===== src/hdl/hst_pkg.sv =====
// Package with the shared types and codes of the handle slot table.
package hst_pkg;

  typedef enum logic [2:0] {
    ACT_ADD    = 3'd0,
    ACT_REMOVE = 3'd1,
    ACT_SET_EN = 3'd2,
    ACT_READ   = 3'd3,
    ACT_LOOKUP = 3'd4
  } action_e;

  typedef enum logic [1:0] {
    ST_OK      = 2'd0,
    ST_FULL    = 2'd1,
    ST_MISSING = 2'd2,
    ST_OFF     = 2'd3
  } status_e;

  typedef enum logic [1:0] {
    FSM_IDLE,
    FSM_SCAN,
    FSM_LIST_PTR,
    FSM_LIST_SLOT
  } fsm_e;

  localparam logic [1:0] KIND_SPOT = 2'd2;

  typedef struct packed {
    logic [31:0] handle;
    logic [1:0]  kind;
    logic        shadow;
    logic        enabled;
  } slot_entry_t;

endpackage


===== src/hdl/hst_ram.sv =====
// Generic simple dual-port RAM with one write port and a registered read port.
module hst_ram #(
  parameter int WIDTH = 8,
  parameter int DEPTH = 16
) (
  input  logic                                   clk_i,
  input  logic                                   we_i,
  input  logic [((DEPTH > 1) ? $clog2(DEPTH) : 1)-1:0] waddr_i,
  input  logic [WIDTH-1:0]                       wdata_i,
  input  logic [((DEPTH > 1) ? $clog2(DEPTH) : 1)-1:0] raddr_i,
  output logic [WIDTH-1:0]                       rdata_o
);

  logic [WIDTH-1:0] mem [DEPTH];
  logic [WIDTH-1:0] rdata_q;

  always_ff @(posedge clk_i) begin
    if (we_i) begin
      mem[waddr_i] <= wdata_i;
    end
    rdata_q <= mem[raddr_i];
  end

  assign rdata_o = rdata_q;

endmodule


===== src/hdl/handle_slot_table.sv =====
// Top level of the handle slot table: slot memory, packed active list and sequencer.
//
// Add, remove, set enabled and lookup each run one pass over the slot memory, one slot
// per cycle through its read port, which also rebuilds the packed active list: busy is
// high for the whole pass, and the result strobe is registered with the return to idle.
// A read of the active list passes two busy states (packed list read, then slot read).
// Actions while the system is off, unknown actions and list positions at or beyond the
// count are answered in the cycle after the transfer, busy staying low. The result is
// shown for one cycle under done_o and cannot be held off; a new start is taken in that
// same cycle. Reset and every write of the on register clear the table at once.
module handle_slot_table #(
  parameter int TABLE_SLOTS = 16
) (
  input  logic        clk_i,
  input  logic        rst_ni,
  input  logic        cfg_we_i,
  input  logic        cfg_data_i,
  input  logic        start_i,
  output logic        busy_o,
  input  logic [2:0]  action_i,
  input  logic [31:0] handle_i,
  input  logic [1:0]  light_kind_i,
  input  logic        shadow_flag_i,
  input  logic        enable_value_i,
  input  logic [3:0]  list_position_i,
  output logic        done_o,
  output logic [1:0]  status_o,
  output logic [31:0] result_handle_o,
  output logic [3:0]  slot_index_o,
  output logic [4:0]  active_total_o,
  output logic [1:0]  entry_kind_o,
  output logic        entry_shadow_o,
  output logic        entry_enabled_o
);

  import hst_pkg::*;

  localparam int SW = (TABLE_SLOTS > 1) ? $clog2(TABLE_SLOTS) : 1;
  localparam int CW = $clog2(TABLE_SLOTS + 1);
  localparam int EW = $bits(slot_entry_t);

  fsm_e                   state_q, state_d;
  logic                   sys_on_q, sys_on_d;
  logic [TABLE_SLOTS-1:0] valid_q, valid_d;
  logic [31:0]            next_h_q, next_h_d, next_h_inc;
  logic [CW-1:0]          count_q, count_d;
  logic [CW-1:0]          run_q, run_d;
  logic [SW:0]            addr_q, addr_d;
  logic                   proc_q, proc_d;
  logic [SW-1:0]          pidx_q, pidx_d;
  logic                   found_q, found_d;
  action_e                act_q, act_d;
  logic [31:0]            h_q, h_d;
  logic [1:0]             kind_q, kind_d;
  logic                   shadow_q, shadow_d;
  logic                   en_q, en_d;
  logic                   done_q, done_d;
  status_e                rstat_q, rstat_d;
  slot_entry_t            rent_q, rent_d;
  logic [SW-1:0]          rslot_q, rslot_d;

  logic                   slot_we;
  logic [SW-1:0]          slot_waddr, slot_raddr;
  slot_entry_t            slot_wdata, slot_rdata, ent, upd;
  logic                   pk_we;
  logic [SW-1:0]          pk_waddr, pk_raddr, pk_wdata, pk_rdata;
  logic                   occ, match, first, post_occ, post_en, found_now;

  hst_ram #(.WIDTH(EW), .DEPTH(TABLE_SLOTS)) u_slot_ram (
    .clk_i   (clk_i),
    .we_i    (slot_we),
    .waddr_i (slot_waddr),
    .wdata_i (slot_wdata),
    .raddr_i (slot_raddr),
    .rdata_o (slot_rdata)
  );

  hst_ram #(.WIDTH(SW), .DEPTH(TABLE_SLOTS)) u_list_ram (
    .clk_i   (clk_i),
    .we_i    (pk_we),
    .waddr_i (pk_waddr),
    .wdata_i (pk_wdata),
    .raddr_i (pk_raddr),
    .rdata_o (pk_rdata)
  );

  assign pk_raddr   = SW'(list_position_i);
  assign slot_raddr = (state_q == FSM_LIST_PTR) ? pk_rdata : addr_q[SW-1:0];
  assign next_h_inc = (next_h_q == 32'hFFFF_FFFF) ? 32'd1 : next_h_q + 32'd1;

  always_comb begin
    state_d    = state_q;
    sys_on_d   = sys_on_q;
    valid_d    = valid_q;
    next_h_d   = next_h_q;
    count_d    = count_q;
    run_d      = run_q;
    addr_d     = addr_q;
    proc_d     = 1'b0;
    pidx_d     = pidx_q;
    found_d    = found_q;
    act_d      = act_q;
    h_d        = h_q;
    kind_d     = kind_q;
    shadow_d   = shadow_q;
    en_d       = en_q;
    done_d     = 1'b0;
    rstat_d    = rstat_q;
    rent_d     = rent_q;
    rslot_d    = rslot_q;
    slot_we    = 1'b0;
    slot_waddr = pidx_q;
    slot_wdata = '0;
    pk_we      = 1'b0;
    pk_waddr   = run_q[SW-1:0];
    pk_wdata   = pidx_q;
    ent        = valid_q[pidx_q] ? slot_rdata : '0;
    occ        = valid_q[pidx_q];
    upd        = ent;
    match      = 1'b0;
    first      = 1'b0;
    post_occ   = 1'b0;
    post_en    = 1'b0;
    found_now  = found_q;

    case (state_q)
      FSM_IDLE: begin
        if (start_i) begin
          rent_d  = '0;
          rslot_d = '0;
          if (!sys_on_q) begin
            rstat_d = ST_OFF;
            done_d  = 1'b1;
          end else begin
            case (action_e'(action_i))
              ACT_ADD, ACT_REMOVE, ACT_SET_EN, ACT_LOOKUP: begin
                state_d  = FSM_SCAN;
                act_d    = action_e'(action_i);
                h_d      = handle_i;
                kind_d   = (light_kind_i > KIND_SPOT) ? KIND_SPOT : light_kind_i;
                shadow_d = shadow_flag_i;
                en_d     = enable_value_i;
                addr_d   = '0;
                found_d  = 1'b0;
                run_d    = '0;
                rstat_d  = ST_MISSING;
              end
              ACT_READ: begin
                if (32'(list_position_i) >= 32'(count_q) ||
                    32'(list_position_i) >= 32'(TABLE_SLOTS)) begin
                  rstat_d = ST_MISSING;
                  done_d  = 1'b1;
                end else begin
                  state_d = FSM_LIST_PTR;
                end
              end
              default: begin
                rstat_d = ST_MISSING;
                done_d  = 1'b1;
              end
            endcase
          end
        end
      end
      FSM_SCAN: begin
        if (addr_q < (SW + 1)'(TABLE_SLOTS)) begin
          addr_d = addr_q + 1'b1;
          proc_d = 1'b1;
          pidx_d = addr_q[SW-1:0];
        end
        if (proc_q) begin
          if (act_q == ACT_ADD) begin
            match = !occ;
          end else begin
            match = occ && (ent.handle == h_q) && (h_q != '0);
          end
          first    = match && !found_q;
          post_occ = occ;
          post_en  = ent.enabled;
          if (first) begin
            found_d = 1'b1;
            rslot_d = pidx_q;
            rstat_d = ST_OK;
            case (act_q)
              ACT_ADD: begin
                upd.handle  = next_h_q;
                upd.kind    = kind_q;
                upd.shadow  = shadow_q;
                upd.enabled = 1'b1;
                slot_we     = 1'b1;
                slot_wdata  = upd;
                valid_d[pidx_q] = 1'b1;
                next_h_d    = next_h_inc;
                post_occ    = 1'b1;
                post_en     = 1'b1;
                rent_d      = upd;
              end
              ACT_REMOVE: begin
                valid_d[pidx_q] = 1'b0;
                post_occ    = 1'b0;
                rent_d      = ent;
              end
              ACT_SET_EN: begin
                upd.enabled = en_q;
                slot_we     = 1'b1;
                slot_wdata  = upd;
                post_en     = en_q;
                rent_d      = upd;
              end
              default: begin
                rent_d      = ent;
              end
            endcase
          end
          if (post_occ && post_en) begin
            pk_we = 1'b1;
            run_d = run_q + 1'b1;
          end
          found_now = found_q || first;
          if (pidx_q == SW'(TABLE_SLOTS - 1)) begin
            count_d = run_d;
            done_d  = 1'b1;
            state_d = FSM_IDLE;
            if (!found_now) begin
              rstat_d = (act_q == ACT_ADD) ? ST_FULL : ST_MISSING;
            end
          end
        end
      end
      FSM_LIST_PTR: begin
        pidx_d  = pk_rdata;
        state_d = FSM_LIST_SLOT;
      end
      FSM_LIST_SLOT: begin
        rent_d  = ent;
        rslot_d = pidx_q;
        rstat_d = ST_OK;
        done_d  = 1'b1;
        state_d = FSM_IDLE;
      end
      default: begin
        state_d = FSM_IDLE;
      end
    endcase

    if (cfg_we_i) begin
      sys_on_d = cfg_data_i;
      valid_d  = '0;
      next_h_d = 32'd1;
      count_d  = '0;
    end
  end

  always_ff @(posedge clk_i or negedge rst_ni) begin
    if (!rst_ni) begin
      state_q  <= FSM_IDLE;
      sys_on_q <= 1'b0;
      valid_q  <= '0;
      next_h_q <= 32'd1;
      count_q  <= '0;
      run_q    <= '0;
      addr_q   <= '0;
      proc_q   <= 1'b0;
      found_q  <= 1'b0;
      done_q   <= 1'b0;
    end else begin
      state_q  <= state_d;
      sys_on_q <= sys_on_d;
      valid_q  <= valid_d;
      next_h_q <= next_h_d;
      count_q  <= count_d;
      run_q    <= run_d;
      addr_q   <= addr_d;
      proc_q   <= proc_d;
      found_q  <= found_d;
      done_q   <= done_d;
    end
  end

  always_ff @(posedge clk_i) begin
    pidx_q   <= pidx_d;
    act_q    <= act_d;
    h_q      <= h_d;
    kind_q   <= kind_d;
    shadow_q <= shadow_d;
    en_q     <= en_d;
    rstat_q  <= rstat_d;
    rent_q   <= rent_d;
    rslot_q  <= rslot_d;
  end

  assign busy_o          = (state_q != FSM_IDLE);
  assign done_o          = done_q;
  assign status_o        = rstat_q;
  assign result_handle_o = rent_q.handle;
  assign slot_index_o    = 4'(rslot_q);
  assign active_total_o  = 5'(count_q);
  assign entry_kind_o    = rent_q.kind;
  assign entry_shadow_o  = rent_q.shadow;
  assign entry_enabled_o = rent_q.enabled;

  // A result only appears once the sequencer has returned to idle.
  a_done_idle: assert property (@(posedge clk_i) disable iff (!rst_ni)
    done_o |-> !busy_o)
    else $error("result strobe while busy");

  a_total_range: assert property (@(posedge clk_i) disable iff (!rst_ni)
    done_o |-> (32'(active_total_o) <= 32'(TABLE_SLOTS)))
    else $error("active total exceeds table size");

  a_off_zero: assert property (@(posedge clk_i) disable iff (!rst_ni)
    (done_o && status_o == ST_OFF) |-> (result_handle_o == '0 && active_total_o == '0))
    else $error("system off result carries data");

  a_ok_handle: assert property (@(posedge clk_i) disable iff (!rst_ni)
    (done_o && status_o == ST_OK) |-> (result_handle_o != '0))
    else $error("successful result with zero handle");

endmodule


===== config.mk =====
export PLATFORM = sky130hd
export DESIGN_NAME = handle_slot_table
export DESIGN_NICKNAME = d
export VERILOG_FILES = /design/src/hdl/hst_pkg.sv /design/src/hdl/hst_ram.sv /design/src/hdl/handle_slot_table.sv
export SDC_FILE = /design/constraint.sdc
export NUM_CORES = 1
export LEC_CHECK = 0
export ABC_AREA = 1
export BUFFER_PORTS_ARGS = -buffer_cell sky130_fd_sc_hd__buf_4
export CORE_MARGIN = 3
export CORE_UTILIZATION = 43
export CTS_CLUSTER_SIZE = 28
export DETAILED_ROUTE_END_ITERATION = 6
export PLACE_DENSITY = 0.59
export SYNTH_ARGS = -nofsm -noshare
export SYNTH_HDL_FRONTEND = slang
export SYNTH_SLANG_ARGS = --single-unit

===== constraint.sdc =====
create_clock -name clk_i -period 5 [get_ports clk_i]
set_input_delay 0.5 -clock clk_i [delete_from_list [all_inputs] [get_ports clk_i]]
set_output_delay 0.5 -clock clk_i [all_outputs]
set_load 0.01 [all_outputs]

# Yosys cells after proc, flatten, opt, wreduce, memory -nomap -nowiden
# Memories as Yosys holds them, arrays and structs flattened. A register that Yosys moved wholly into a read port is not among the register bits.
# Index checks and enable logic that the tools add are counted.
dict set report op_classes {
  add_sub_neg 3
  mul 0
  n_div 0
  order_cmp 5
  eq_ne 22
  n_shift 0
  muxes 98
  bitwise_logic 3
  reduce_logical 35
}
# op count
set op_table {}
lappend op_table {{2-to-1 mux 36 bit} 7}
lappend op_table {{2-to-1 mux 32 bit} 6}
lappend op_table {{case mux 36 bit (2 select lines)} 2}
lappend op_table {{case mux 36 bit (3 select lines)} 1}
lappend op_table {{2-to-1 mux 16 bit} 4}
lappend op_table {{2-to-1 mux 5 bit} 10}
lappend op_table {{2-to-1 mux 1 bit} 34}
lappend op_table {{adder 32 x 1 -> 32 bit (second input constant)} 1}
lappend op_table {{== test 32 bit} 1}
lappend op_table {{== test 32 bit (second input constant)} 1}
lappend op_table {{case mux 16 bit (2 select lines)} 1}
lappend op_table {{nonzero test 32 bit} 1}
lappend op_table {{2-to-1 mux 2 bit} 14}
lappend op_table {{2-to-1 mux 4 bit} 5}
lappend op_table {{case mux 5 bit (2 select lines)} 2}
lappend op_table {{AND reduction 4 bit} 5}
lappend op_table {{AND 16 bit} 1}
lappend op_table {{inverter 16 bit} 1}
lappend op_table {{OR 16 bit} 1}
lappend op_table {{nonzero test 2 bit} 8}
lappend op_table {{!= test 2 bit (second input constant)} 6}
lappend op_table {{case mux 4 bit (3 select lines)} 1}
lappend op_table {{AND reduction 6 bit} 2}
lappend op_table {{adder 5 x 1 -> 5 bit (second input constant)} 2}
lappend op_table {{other kinds (34)} 49}
dict set report word_totals {
  regBits 154
  latch_bits 0
  ram_bits 640
  rom_bits 0
  inputBits 48
  out_inout_bits 49
  elab_cells 190
  mem_count 2
}
# memory words word_bits rd rd_clocked_by_memory_dff wr line_no
set mem_list {}
lappend mem_list {u_slot_ram.mem 16 36 1 1 1 hst_ram.sv:14} ;# logic [WIDTH-1:0] mem [DEPTH];
lappend mem_list {u_list_ram.mem 16 4 1 1 1 hst_ram.sv:14}

# Depth between registers and ports, before layout
# Gate-level depths: netlist (run 1).
dict set report depth {
  depth_word 19
  mapped_depth 26
  mapped_depth_nobuf 24
}

# Cells and area by module
# A second synthesis (run 1) with hierarchy kept.
dict set report unflattened {
  hier_cells 3885
  hier_area_um2 37528.5
}
# module n_inst cells_each area_each_um2
set modules_own_cells {}
lappend modules_own_cells {{hst_ram (u_slot_ram)} 1 2379 25394.4}
lappend modules_own_cells {handle_slot_table 1 1216 9167.5}
lappend modules_own_cells {{hst_ram (u_list_ram)} 1 290 2966.6}

# Worst setup path after synthesis (run 1)
# No wires, ideal clock.
dict set report synth_path {
  path_type {register to register}
  start {register pidx_q[0]}
  end {memory u_slot_ram.mem[0][0] (netlist bit), enable pin}
  setup_ps 474
  arrival_ps 5004
  t_required_ps 4526
  slack_ps -478
  stages_incl_launch_ff 24
  n_path_buf 4
  cell_sequence {edfxtp_1 -> buf_6 -> nand2_1 -> nand2_1 -> nand2_1 -> nand2_1 -> nand2_1 -> nand2_2 -> inv_2 -> nand2_2 -> buf_6 -> buf_8 -> nand2_1 -> nand2_1 -> nand2_1 -> nand2_1 -> nor2_1 -> nand3_1 -> o21ai_4 -> nand2_4 -> nor2_8 -> nand2_2 -> buf_2 -> nor3_1}
}
dict set report synth_between {
  elab_chain_len 15
  word_cells_on_any_way 16
}
# item line_no
set synth_lines {}
lappend synth_lines {{start, declared} handle_slot_table.sv:50} ;# logic [SW-1:0] pidx_q, pidx_d;
lappend synth_lines {{start signal, assigned} handle_slot_table.sv:281} ;# pidx_q <= pidx_d;
lappend synth_lines {{binary-select mux 1 bit (select 4 bit)} {handle_slot_table.sv:117, handle_slot_table.sv:118}}
lappend synth_lines {{2-to-1 mux 1 bit (implied by the code)} {handle_slot_table.sv:117, handle_slot_table.sv:118}}
lappend synth_lines {{2-to-1 mux 36 bit} handle_slot_table.sv:117} ;# ent = valid_q[pidx_q] ? slot_rdata : '0;
lappend synth_lines {{== test 32 bit} handle_slot_table.sv:175} ;# match = occ && (ent.handle == h_q) && (h_q != '0);
lappend synth_lines {{logical AND 1 bit (2 in series)} handle_slot_table.sv:175}
lappend synth_lines {{2-to-1 mux 1 bit} handle_slot_table.sv:172} ;# if (act_q == ACT_ADD) begin
lappend synth_lines {{2-to-1 mux 1 bit} handle_slot_table.sv:171} ;# if (proc_q) begin
lappend synth_lines {{2-to-1 mux 1 bit} handle_slot_table.sv:126} ;# case (state_q)
lappend synth_lines {{logical AND 1 bit} handle_slot_table.sv:177} ;# first = match && !found_q;
lappend synth_lines {{2-to-1 mux 1 bit} handle_slot_table.sv:180} ;# if (first) begin
lappend synth_lines {{2-to-1 mux 1 bit} handle_slot_table.sv:171}
lappend synth_lines {{2-to-1 mux 1 bit} handle_slot_table.sv:126}
lappend synth_lines {{2-to-1 mux 1 bit} hst_ram.sv:18} ;# if (we_i) begin
lappend synth_lines {{2-to-1 mux 1 bit (implied by the code)} hst_ram.sv:19} ;# mem[waddr_i] <= wdata_i;
lappend synth_lines {{end, declared} hst_ram.sv:14}
# Parallel ways exist; a longest one is shown, timed or not. The select of a mux whose other input is x is not followed.

# Worst setup path after layout (run 1)
dict set report layout_path {
  start {register pidx_q[2]}
  end {memory u_slot_ram.mem[12][13] (netlist bit), enable pin}
}
# Same word-level chain as after synthesis.

==> reports/results.txt, run 1 <==
Run status: finished clean
Syn nets: 3004
Reg-to-Reg End: u_slot_ram.mem[12][13]
Most frequent cells in the layout: edfxtp_1, nor2_1, nand2_1
Number of CTS-inserted buffers: 89
Die height: 290 um
FILL cells: 6937
Final min period: 4.41 ns
Unique masters post-synth: 47
Routed length on met3: 7420 um
Grt total ovfl: 0
Initial drt markers: 2598
Detailed-route vias per instance: 5.77
Critical-path cell list: inv_1 > nor2_1 > nand2_1 > nand2_2 > inv_2 > nand2_4 > buf_4 > nand2_1 > nand2_1 > nand2_1 > nor2_1 > nand2_1 > nor2_1 > nand2_1 > o21ai_4 > nand2_4 > nor2_8 > nand2_2 > nor3_2 > buf_4
Ports: 97
DRC errors left: 0
RePlAce Congestion: 0.928
Root Driver: clkbuf_16
Maxcap violations: 0
CTS tree: done
Mapped Area: 34600 um^2
Compound-gate portion of the synthesized area: 12.1%
FF-to-FF path depth: 20
Commonest non-fill, non-tap cell in the layout: edfxtp_1
RSZ-0062 raised after global routing: no
Worst Path Max Fanout: 44
Most used cell along the critical path: nand2_1
# H-tree levels: 3
Core Box Area: 79400 um^2
Sequential fraction of the synthesis area: 70.2%
CTS max path bufs: 3
Die width: 290 um
Worst r2r src: pidx_q[2]
EDFF count, synth: 725
Antenna violations before repair: 5
Leak Pwr: 15.2 nW
# setup viols final: 0
Crit. Startpoint: pidx_q[2]
Top Layer Used: met4
Adder-cell share of the synthesized area: 0.390%
Count of buffers from port buffering: 96
Reg2Reg Setup Slack: 0.59 ns
DPL Wire Length: 62100 um
Total track usage: 23.3%
Mapped Avg Cell Area: 11.7 um^2
Area share of xor/xnor cells in the synthesized design: 0.633%
Critical path's top delay family: simple AND/OR/NAND/NOR gates
WP depth: 20
Setup TNS: 0 ns
Clock slew at reported path FFs: 0.06 ns
Slew Limit Fails: 0
Number of global-route vias before repair: 23300
Delay of the slowest cell on the worst path: 0.77 ns
Synthesized instance count: 2946
Synthesis-stage register bit count: 834
M1 WL: 43400 um
Hold Fails Final Rpt: 0
Slowest CP cell: edfxtp_1
Post-Route Skew: 0.0187 ns
Wire per inst: 23.5 um
Setup CP Type: register to register
Row Count: 103
End of the critical path: u_slot_ram.mem[12][13]
VDD IR-drop max: 0.484 mV
Top cell type's share of synthesized area: 62.9%
Share of layout cells above drive strength 1: 12.0%
Crit path required time: 5.29 ns
Slew Limit Headroom: 35.5%
Period utilization: 88.2%
Dominant cells by area after synthesis: edfxtp_1, o21ai_0, dfrtp_1, nor2_1, nand2_1
Worst hold path class: input pin to register
CP Capture Type: register
Yosys Warn Count: 0
Worst-Margin Slew: 0.958 ns
Post-Synth Simple-Gate Area: 12.7%
Leading area contributor after synthesis: edfxtp_1
Largest net degree at the start of global routing: 152
Tot Pwr: 21.7 mW
Worst EP arrival: 4.70 ns
Max Freq: 0.227 GHz
Critical Path Start Type: register
Most used DFF post-synth: edfxtp_1
First-pass GRT wire length: 147000 um
Antenna Nets Post-Route: 0
CP Buf/Inv Count: 4
Met2 routed WL: 44900 um
Synth-to-Final Area Change: 15.2%
Routed wire length: 98300 um
Ys async rst share: 8.27%
Starting Density: 43.6%
CTS sink cnt: 834
Post-synthesis mux area share: 0.376%
Clk Latency, worst-skew pair: 0.64 ns
Die area: 83900 um^2
Final #Nets: 3113
Detailed-route via count: 24100
Main combinational cell family by area after synthesis: simple AND/OR/NAND/NOR gates
Drt pass-1 iters: 6
Pwr dens: 545 nW/um^2
[registers in the layout (all words and copies together), names as in the netlist, 2 cells and up]
register,cells
active_total_o,5
slot_index_o,4
entry_kind_o,2
u_slot_ram.rdata_o,36
state_q,2
u_list_ram.rdata_o,4
kind_q,2
pidx_q,4
u_list_ram.mem,64
run_q,5
act_q,3
h_q,32
u_slot_ram.mem,576
status_o,2
next_h_q,32
result_handle_o,32
addr_q,5
valid_q,16
[cell type report]
class / instances / area [um^2] / share of cell area [%]
Clock inverter: 44 / 473 / 1.19
Antenna cell: 1 / 2.50 / 0.00627
Clock buffer: 117 / 2420 / 6.07
Multi-Input combinational cell: 1800 / 9220 / 23.1
Sequential cell: 834 / 24300 / 60.9
Timing Repair Buffer: 193 / 1640 / 4.11
Inverter: 137 / 523 / 1.31
Tap cell: 1050 / 1310 / 3.29
[how the worst min path moves through the flow]
stage,startpoint,slack [ns],depth (start not counted),endpoint
6_report,handle_i[18],0.05,1,h_q[18]
5_1_grt,handle_i[10],0.01,1,h_q[10]
4_1_cts,handle_i[7],0.005,1,h_q[7]
3_5_place_dp,rst_ni,0.42,1,active_total_o[4]
3_3_place_gp,rst_ni,0.41,1,active_total_o[4]
2_1_floorplan,rst_ni,0.20,0,active_total_o[0]
[timing repair]
| action | CTS | global route |
|---|---|---|
| endpoints found under the hold margin | 18 | 0 |
| hold buffers | 1 | 0 |
| gates resized for setup | 0 | 0 |
| buffers inserted | 0 | 0 |
[cell families after synthesis]
logic type,count (synthesis)
AOI/OAI and AO/OA,703
xor gates and xnor gates,25
adders and majority gates,11
buffers and inverters,312
DFF,834
muxes,13
and+or+nand+nor,1048
[Yosys cell counts (3+ instances only)]
library cell,instances
a21oi_1,62
buf_1,7
buf_2,6
buf_4,4
buf_6,7
clkbuf_1,150
dfrtp_1,68
dfxtp_1,40
edfxtp_1,725
ha_1,10
inv_1,126
inv_2,9
mux2i_1,13
nand2_1,376
nand2_2,11
nand2_4,3
nand3_1,92
nand3b_1,5
nand4_1,48
nor2_1,443
nor3_1,52
nor4_1,10
o211ai_1,48
o21ai_0,354
o21ai_1,45
o221ai_1,113
o22ai_1,71
o32ai_1,3
xnor2_1,3
xor2_1,22
[power by group]
group	total [mW]	internal, mW	switching [mW]
Combinational	6.48	1.83	4.66
Sequential	8.75	8.24	0.510
Clock	6.50	3.83	2.67
Total	21.7	13.9	7.84
[through the flow]
stage / hold slack (ns) / area (um^2) / setup slack [ns] / utilization [%] / instances
6_report: 0.0456 / 39900 / 0.592 / 50.2 / 4176
5_1_grt: 0.00952 / 39900 / 0.154 / 50.2 / 4175
4_1_cts: 0.00546 / 39900 / 0.557 / 50.2 / 4175
3_5_place_dp: 0.417 / 37000 / 0.567 / 46.6 / 4013
3_3_place_gp: 0.412 / 37000 / 0.620 / 46.6 / 4013
2_1_floorplan: 0.204 / 34600 / -0.478 / - / 2946
[worst register-to-register path: stages (launching register included)]
cell      delay (ns)
edfxtp_1        0.77
inv_1           0.13
nor2_1          0.15
nand2_1         0.08
nand2_2         0.10
inv_2           0.05
nand2_4         0.34
buf_4           0.33
nand2_1         0.11
nand2_1         0.07
nand2_1         0.06
nor2_1          0.11
nand2_1         0.06
nor2_1          0.09
nand2_1         0.08
o21ai_4         0.19
nand2_4         0.14
nor2_8          0.15
nand2_2         0.34
nor3_2          0.28
buf_4           0.41
[metal layers]
layer	global-route usage (%)	up-vias
li1	-	11000
met1	34.5	11900
met2	36.3	1058
met3	3.28	173
met4	6.23	0
met5	0	-
Note: power is estimated with default switching activity, not from simulation.
==> run 2, diff against run 1 <==
--- a/config.mk
+++ b/config.mk
@@ -6,7 +6,7 @@
 export NUM_CORES = 1
 export LEC_CHECK = 0
 export ABC_AREA = 1
-export BUFFER_PORTS_ARGS = -buffer_cell sky130_fd_sc_hd__buf_4
+export BUFFER_PORTS_ARGS = -buffer_cell sky130_fd_sc_hd__buf_2
 export CORE_MARGIN = 3
 export CORE_UTILIZATION = 43
 export CTS_CLUSTER_SIZE = 28
==> run 2 against run 1 <==
Compared with the run above:
- clock skew increased by 0.025 ns
- largest cell class unchanged
- combinational power decreased by 3%
- register-to-register slack got worse by 0.11 ns
- non-clock buffer count increased by 13
- global-route usage decreased by 0.54 points
- first-iteration DRC count decreased by 5.0%
- critical path type unchanged
- sequential share of layout area increased by 0.26 points
- utilization decreased by 0.21 points
- largest power group unchanged
- critical endpoint is now u_slot_ram.mem[10][35]
- hold slack got worse by 0.013 ns
- clock-buffer cell count decreased by 1
- via count decreased by 0.15%
- highest routed layer unchanged
==> reports/results.txt, run 2 (synthesis gave the netlist of run 1 again) <==
Clk Latency, worst-skew pair: 0.66 ns
CTS Hold Bufs: 15
Reg2Reg Setup Slack: 0.48 ns
Wire per inst: 23.1 um
Most frequent cells in the layout: edfxtp_1, nor2_1, nand2_1
# Post-CTS Setup Buffers: 0
Met1 Usage GRT: 33.0%
Worst EP arrival: 4.79 ns
Switching Fraction: 36.2%
Comb pwr share: 29.4%
Root Driver: clkbuf_16
RePlAce Congestion: 0.936
Number of global-route vias before repair: 23100
Die height: 290 um
Critical Path Start Type: register
Total track usage: 22.8%
Critical-path cell list: buf_4 > nand2_1 > nand2_1 > nand2_1 > nand2_1 > nand2_1 > nand2_2 > inv_2 > nand2_4 > buf_4 > nand2_1 > nand2_1 > nand2_1 > nor2_1 > nand2_1 > nor2_1 > nand2_1 > o21ai_4 > nand2_4 > nor2_8 > nand2_2 > nor3_2 > buf_4
Hold depth: 1
Die area: 83900 um^2
Antenna Nets Post-Route: 0
Synth-to-Final Area Change: 14.8%
# H-tree levels: 3
Worst Path Max Fanout: 57
Post-CTS Resized: 0
GR peak layer: met2
Run status: finished clean
Count of buffers from port buffering: 96
Slew Limit Fails: 0
Routed wire length: 96500 um
Final #Nets: 3124
Register area: 24300 um^2
Clock slew at reported path FFs: 0.06 ns
Multi-input gate area: 9220 um^2
Setup CP Type: register to register
Largest net degree at the start of global routing: 225
CTS max path bufs: 3
Delay of the slowest cell on the worst path: 0.55 ns
DRC errors left: 0
Antenna violations before repair: 4
Sequential share of power: 40.5%
CP Buf/Inv Count: 4
Core Box Area: 79400 um^2
Worst hold path class: input pin to register
CTS tree: done
Commonest non-fill, non-tap cell in the layout: edfxtp_1
# setup viols final: 0
Row Count: 103
Drt pass-1 iters: 6
Grt total ovfl: 0
Hold EP: h_q[8]
Maxcap violations: 0
Most used cell along the critical path: nand2_1
Detailed-route vias per instance: 5.75
Pwr dens: 541 nW/um^2
Worst-Margin Slew: 1.30 ns
Ports: 97
CP Capture Type: register
VDD IR-drop max: 0.527 mV
Starting Density: 43.6%
Period utilization: 90.3%
Reg-to-Reg End: u_slot_ram.mem[10][35]
Sw Pwr: 7.77 mW
Leak Pwr: 15.1 nW
Met3 Track Usage GR: 3.68%
Number of CTS-inserted buffers: 87
Slew Limit Headroom: 13.6%
Max reg flops: 576
Detailed-route via count: 24100
Worst r2r src: pidx_q[0]
Slowest CP cell: edfxtp_1
CTS sink cnt: 834
FILL cells: 6913
FF-to-FF path depth: 23
Share of layout cells above drive strength 1: 11.6%
RSZ-0062 raised after global routing: no
Initial drt markers: 2467
Crit path required time: 5.27 ns
DPL Wire Length: 59800 um
Hold Crit Start: handle_i[8]
First-pass GRT wire length: 144000 um
Final min period: 4.52 ns
Die width: 290 um
Max Freq: 0.221 GHz
Post-layout util: 50.0%
Clock power share: 30.1%
Post-Route Skew: 0.0442 ns
Crit. Startpoint: pidx_q[0]
Largest Register: u_slot_ram.mem
Setup TNS: 0 ns
Fin Hold WS: 0.0330 ns
Hold Fails Final Rpt: 0
Met2 GRT Util: 35.6%
Int Pwr: 13.7 mW
Critical path's top delay family: simple AND/OR/NAND/NOR gates
N_diodes: 0
==> run 2: cell count changes in the layout (fill, tap and decap cells not counted), sizes merged <==
cell and change:
bufinv +1, clkinvlp +2, inv -2, buf -1, diode -1, dlygate4sd3 +14, clkbuf -1, clkinv -3
==> run 2: cell type report <==
type,count,share of cell area [%]
flip-flops and latches,834,61.2
clock buffers,116,5.81
repair buffers,206,3.82
multi-input cells,1800,23.2
inverters,137,1.32
well taps,1050,3.31
clock inverters,42,1.36
==> run 2: per-stage QoR <==
| step | std cells | area [um^2] | total power [mW] | worst slack [ns] |
|---|---|---|---|---|
| 2_1_floorplan | 2946 | 34600 | 12.7 | -0.478 |
| 3_3_place_gp | 4012 | 36700 | 15.0 | 0.432 |
| 3_5_place_dp | 4012 | 36700 | 15.1 | 0.502 |
| 4_1_cts | 4185 | 39700 | 21.6 | 0.465 |
| 5_1_grt | 4185 | 39700 | 22.6 | 0.0215 |
| 6_report | 4185 | 39700 | 21.5 | 0.483 |
==> run 2: worst max-delay path by stage <==
| stage | cells past startpoint | slack [ns] | to |
|---|---|---|---|
| after global placement | 23 | 0.43 | u_slot_ram.mem[10][19] |
| final | 23 | 0.48 | u_slot_ram.mem[10][35] |
| after CTS | 23 | 0.46 | u_slot_ram.mem[10][35] |
| after floorplan | 23 | -0.48 | u_slot_ram.mem[0][0] |
| after detailed placement | 23 | 0.50 | u_slot_ram.mem[10][22] |
| after global routing | 23 | 0.02 | u_slot_ram.mem[9][30] |
==> run 2: power groups by stage <==
| stage | Sequential, mW | Combinational, mW | Clock (mW) |
|---|---|---|---|
| after floorplan | 8.72 | 3.98 | 0 |
| after global placement | 8.83 | 6.15 | 0 |
| after detailed placement | 8.83 | 6.25 | 0 |
| after CTS | 8.69 | 6.28 | 6.58 |
| after global routing | 8.75 | 6.98 | 6.87 |
| final | 8.70 | 6.31 | 6.47 |
==> run 2: metal layers <==
metal	share of wire [%]	up-vias	routed length (um)
met5	0	-	0
met4	2.7	0	2580
met3	7.9	157	7610
met2	46	1049	44200
met1	44	11900	42100
li1	-	11000	-
